==> config.mk <==
export PLATFORM = sky130hd
export DESIGN_NAME = mrc_filter
export DESIGN_NICKNAME = d
export VERILOG_FILES = /design/src/hw/rtl/mrc_pkg.sv /design/src/hw/rtl/mrc_filter.sv
export SDC_FILE = /design/constraint.sdc
export NUM_CORES = 1
export LEC_CHECK = 0
export ABC_CLOCK_PERIOD_IN_PS = 8500
export BUFFER_PORTS_ARGS = -buffer_cell sky130_fd_sc_hd__buf_2
export CORE_MARGIN = 8
export CORE_UTILIZATION = 45
export DETAILED_ROUTE_END_ITERATION = 6
export GPL_TIMING_DRIVEN = 1
export MAX_ROUTING_LAYER = met4
export PLACE_DENSITY = 0.66
export SETUP_SLACK_MARGIN = 0.02
export SLEW_MARGIN = 20
export SYNTH_ARGS = -nofsm -noshare
export SYNTH_HDL_FRONTEND = slang
export SYNTH_SLANG_ARGS = --single-unit
==> constraint.sdc <==
create_clock -name vclk -period 8.5
set_clock_uncertainty 0.05 [all_clocks]
set_input_delay 1.275 -clock vclk [all_inputs]
set_output_delay 1.275 -clock vclk [all_outputs]
set_load 0.05 [all_outputs]
==> src/hw/rtl/mrc_pkg.sv <==
// Shared types, constants and helper functions of the memory region coalescer.
package mrc_pkg;

    localparam int unsigned ADDR_W = 64;

    // Configuration register indexes.
    localparam logic [2:0] CFG_IMAGE_BASE   = 3'd0;
    localparam logic [2:0] CFG_IMAGE_END    = 3'd1;
    localparam logic [2:0] CFG_ARENA_BASE   = 3'd2;
    localparam logic [2:0] CFG_ARENA_LENGTH = 3'd3;
    localparam logic [2:0] CFG_HIGHMEM      = 3'd4;
    localparam logic [2:0] CFG_CRUMB_MIN    = 3'd5;

    localparam logic [ADDR_W-1:0] HIGHMEM_RESET = 64'h0000_0000_0010_0000;
    localparam logic [ADDR_W-1:0] CRUMB_RESET   = 64'h0000_0000_0010_0000;

    // Output row kinds.
    localparam logic [1:0] KIND_KERNEL  = 2'd0;
    localparam logic [1:0] KIND_LOWMEM  = 2'd1;
    localparam logic [1:0] KIND_HIGHMEM = 2'd2;
    localparam logic [1:0] KIND_ARENA   = 2'd3;

    typedef struct packed {
        logic [ADDR_W-1:0] image_base;
        logic [ADDR_W-1:0] image_end;
        logic [ADDR_W-1:0] arena_start;
        logic [ADDR_W-1:0] arena_length;
        logic [ADDR_W-1:0] lowmem_limit;
        logic [ADDR_W-1:0] crumb_min_length;
    } cfg_t;

    typedef struct packed {
        logic [ADDR_W-1:0] start;
        logic [ADDR_W-1:0] size;
    } span_t;

    typedef enum logic [3:0] {
        ST_IDLE,
        ST_FILT,
        ST_INS_RD,
        ST_INS_CMP,
        ST_INS_WR,
        ST_KERN,
        ST_MRG_RD,
        ST_MRG_CMP,
        ST_FLUSH,
        ST_HIGH,
        ST_ARENA
    } state_t;

    // Exact overlap test of two half-open spans, with no wrap past the top.
    function automatic logic spans_meet(input logic [ADDR_W-1:0] a,
                                        input logic [ADDR_W-1:0] alen,
                                        input logic [ADDR_W-1:0] b,
                                        input logic [ADDR_W-1:0] blen);
        logic r;
        if (alen == '0 || blen == '0) begin
            r = 1'b0;
        end else if (a >= b) begin
            r = (a - b) < blen;
        end else begin
            r = (b - a) < alen;
        end
        return r;
    endfunction

    // Sum that sticks at all ones on overflow.
    function automatic logic [ADDR_W-1:0] sat_add(input logic [ADDR_W-1:0] a,
                                                  input logic [ADDR_W-1:0] b);
        logic [ADDR_W:0] s;
        s = {1'b0, a} + {1'b0, b};
        return s[ADDR_W] ? {ADDR_W{1'b1}} : s[ADDR_W-1:0];
    endfunction

endpackage

==> src/hw/rtl/mrc_filter.sv <==
// Keep test of one incoming region: available, nonzero length, and clear of the image, arena and crumb rules.
module mrc_filter import mrc_pkg::*; (
    input  cfg_t              cfg,
    input  logic [ADDR_W-1:0] base,
    input  logic [ADDR_W-1:0] length,
    input  logic              avail,
    output logic              keep
);

    logic image_ok;
    logic hit_image;
    logic hit_arena;
    logic crumb;

    // Each rule is evaluated in parallel and combined at the end.
    always_comb begin
        image_ok  = cfg.image_end > cfg.image_base;
        hit_image = image_ok &&
                    spans_meet(base, length, cfg.image_base, cfg.image_end - cfg.image_base);
        hit_arena = (cfg.arena_length != '0) &&
                    spans_meet(base, length, cfg.arena_start, cfg.arena_length);
        crumb     = (base >= cfg.lowmem_limit) && (length < cfg.crumb_min_length);
        keep      = avail && (length != '0) && !hit_image && !hit_arena && !crumb;
    end

endmodule
==> qor.csv <==
metric,value,unit
status,"finished, violations left",
failing checks,negative setup slack,
CP arrival,7.20,ns
Via Count,34600,
footprint of the multi-input gates,26100,µm²
post-synthesis to final-layout area growth,19.2,%
f_max,117,MHz
fin util,0.541,
nets,6078,
Via-to-Cell Ratio,6.02,
Critical Path Max Stage Delay,0.40,ns
CP Capture Type,output pin,
Rel. slew slack,0.200,
critical path launch point type,input port,
die area,71800,µm²
setup repair after global routing missed its margin,true,
Final WS setup,-0.0251,ns
# DRC,0,
Setup CP Type,in2out,
core area,63000,µm²
mapped cell area,28600,µm²
syn_area_per_cell,6.81,µm²
Final Slew Violations,0,
Register Area,0,µm²
DR iter-0 viols,3904,
Slew @ Worst Pin,1.19,ns
period utilisation layout,1.00,
final setup violation count,1,
FP Rows,92,
Layout fillers,6506,
most numerous cell in the Yosys netlist,ha_1,
VDD IR-drop max,0.0409,mV
die width,268,µm
dpl hpwl,122000,µm
All-Layer GR Usage,0.363,
CP max-delay cell,a311o_1,
antenna violations before repair,33,
LEAKAGE,0.0181,µW
DRT Wirelength,135000,µm
vias in the first global route,32800,
Hold Path Class,in2out,
largest net degree at the start of global routing,17,
sequential cells,0,
GP Congestion,1.11,
cell taking the most area after synthesis,ha_1,
Critical Path RT,7.17,ns
critical-path maximum fanout,7,
final hold violation count,0,
Starting Density,0.454,
Mapped Cells,4196,
Detail Route Antenna Nets,0,
PortBufs,514,
Ys Warns,0,
post-place setup slack,-0.333,ns
Syn Nets,5411,
area share of the largest cell type after synthesis,0.305,
global-route wire length before repair,196000,µm
post-layout min period,8.53,ns
GRT Residual Overflow,0,
sequential fraction of the synthesis area,0,
WL per Instance,23.6,µm
largest cells by area after synthesis,"ha_1 (31%), a21oi_1 (9.3%), inv_1 (7.2%)",
Max Cap Viol,0,
Netlist cell types,85,
clock buffers,0,
synth cell count leaders,"ha_1 (697), inv_1 (545), a21oi_1 (533)",
Die H,268,µm
Ports,514,
CP most frequent cell,buf_4,
Cell Pwr Density,91.2,nW/µm²
share of layout cells above drive strength 1,0.179,
TritonRoute pass-1 iters,6,
==> path summary, 6_finish.rpt <==
check,from,to,slack [ns],cells after the start
min,cfg[318],keep,3.35,6
max,cfg[196],keep,-0.03,33
==> placed cells by master, fill, tap and decap left out, drive strengths merged, types with 17 or more instances in the layout <==
cell,synthesis,routed
xnor2,198,198
nand2,226,226
o21ai,287,287
nand3,73,73
xor2,98,98
nand2b,36,36
o21bai,96,96
nor2,240,240
o211ai,30,30
a21o,232,232
inv,545,545
nand4,152,152
buf,28,806
and4,17,17
nor3,59,59
diode,0,30
or3,19,19
and3,20,20
nor4,61,61
o21a,58,58
o31ai,26,26
a21boi,30,30
a31oi,34,34
a21oi,534,534
nor2b,42,42
ha,697,697
a211oi,31,31
==> where the power goes <==
group / switching (µW) / internal, µW / total, µW
combinational: 1820 / 1290 / 3100
sequential: 0 / 0 / 0
clock: 0 / 0.000459 / 0.000460
total: 1820 / 1290 / 3100
==> through the flow <==
step | hold slack, ns | instance area (µm²) | power (µW) | setup TNS (ns) | instances
floorplan | 3.04 | 28600 | 1940 | 0 | 4196
global placement | 3.35 | 33800 | 2960 | -0.260 | 5705
detailed placement | 3.35 | 33800 | 2990 | -0.333 | 5705
CTS | 3.35 | 33900 | 3010 | 0 | 5705
global route | 3.40 | 34000 | 3390 | -0.378 | 5734
finish | 3.35 | 34000 | 3100 | -0.0251 | 5737
==> cells by family (layout without fill, tap and decap cells) <==
kind of cell	Yosys count	count (layout)	share of synthesized area
buffers and inverters	687	1352	0.0910
multiplexers	5	5	0.00184
adder cells (fa/ha/maj)	702	702	0.309
AO/OA/AOI/OAI	1495	1495	0.328
XOR/XNOR	296	296	0.0907
other	0	30	0
AND/OR/NAND/NOR	1011	1011	0.180
==> layout make-up <==
cell class / count / area share
multi-input cells: 3509 / 0.766
repair buffers: 806 / 0.140
inverters: 546 / 0.0602
well taps: 846 / 0.0311
diodes: 30 / 0.00220
==> worst max-delay path: cells and delay by family <==
kind            cells  cell delay (ns)
simple gates        6             1.11
buf+inv             9             1.29
fa+ha+maj           2             0.63
compound gates     15             2.78
xor+xnor            1             0.10
==> per-layer routing <==
| layer | global-route usage | part of all wire | wire, µm |
|---|---|---|---|
| met4 | 0.134 | 0.045 | 6100 |
| met2 | 0.531 | 0.41 | 55700 |
| met3 | 0.0748 | 0.11 | 14500 |
| met5 | - | 0 | 0 |
| met1 | 0.487 | 0.44 | 58900 |
==> what timing repair did <==
action | 4_1_cts | 5_1_grt
hold buffers | 0 | 0
endpoints found under the setup margin | 1 | 1
pin swaps | 5 | 12
buffers inserted | 0 | 2
gates resized for setup | 11 | 17
endpoints found under the hold margin | 0 | 0
Power figures use the tool's default switching activity.
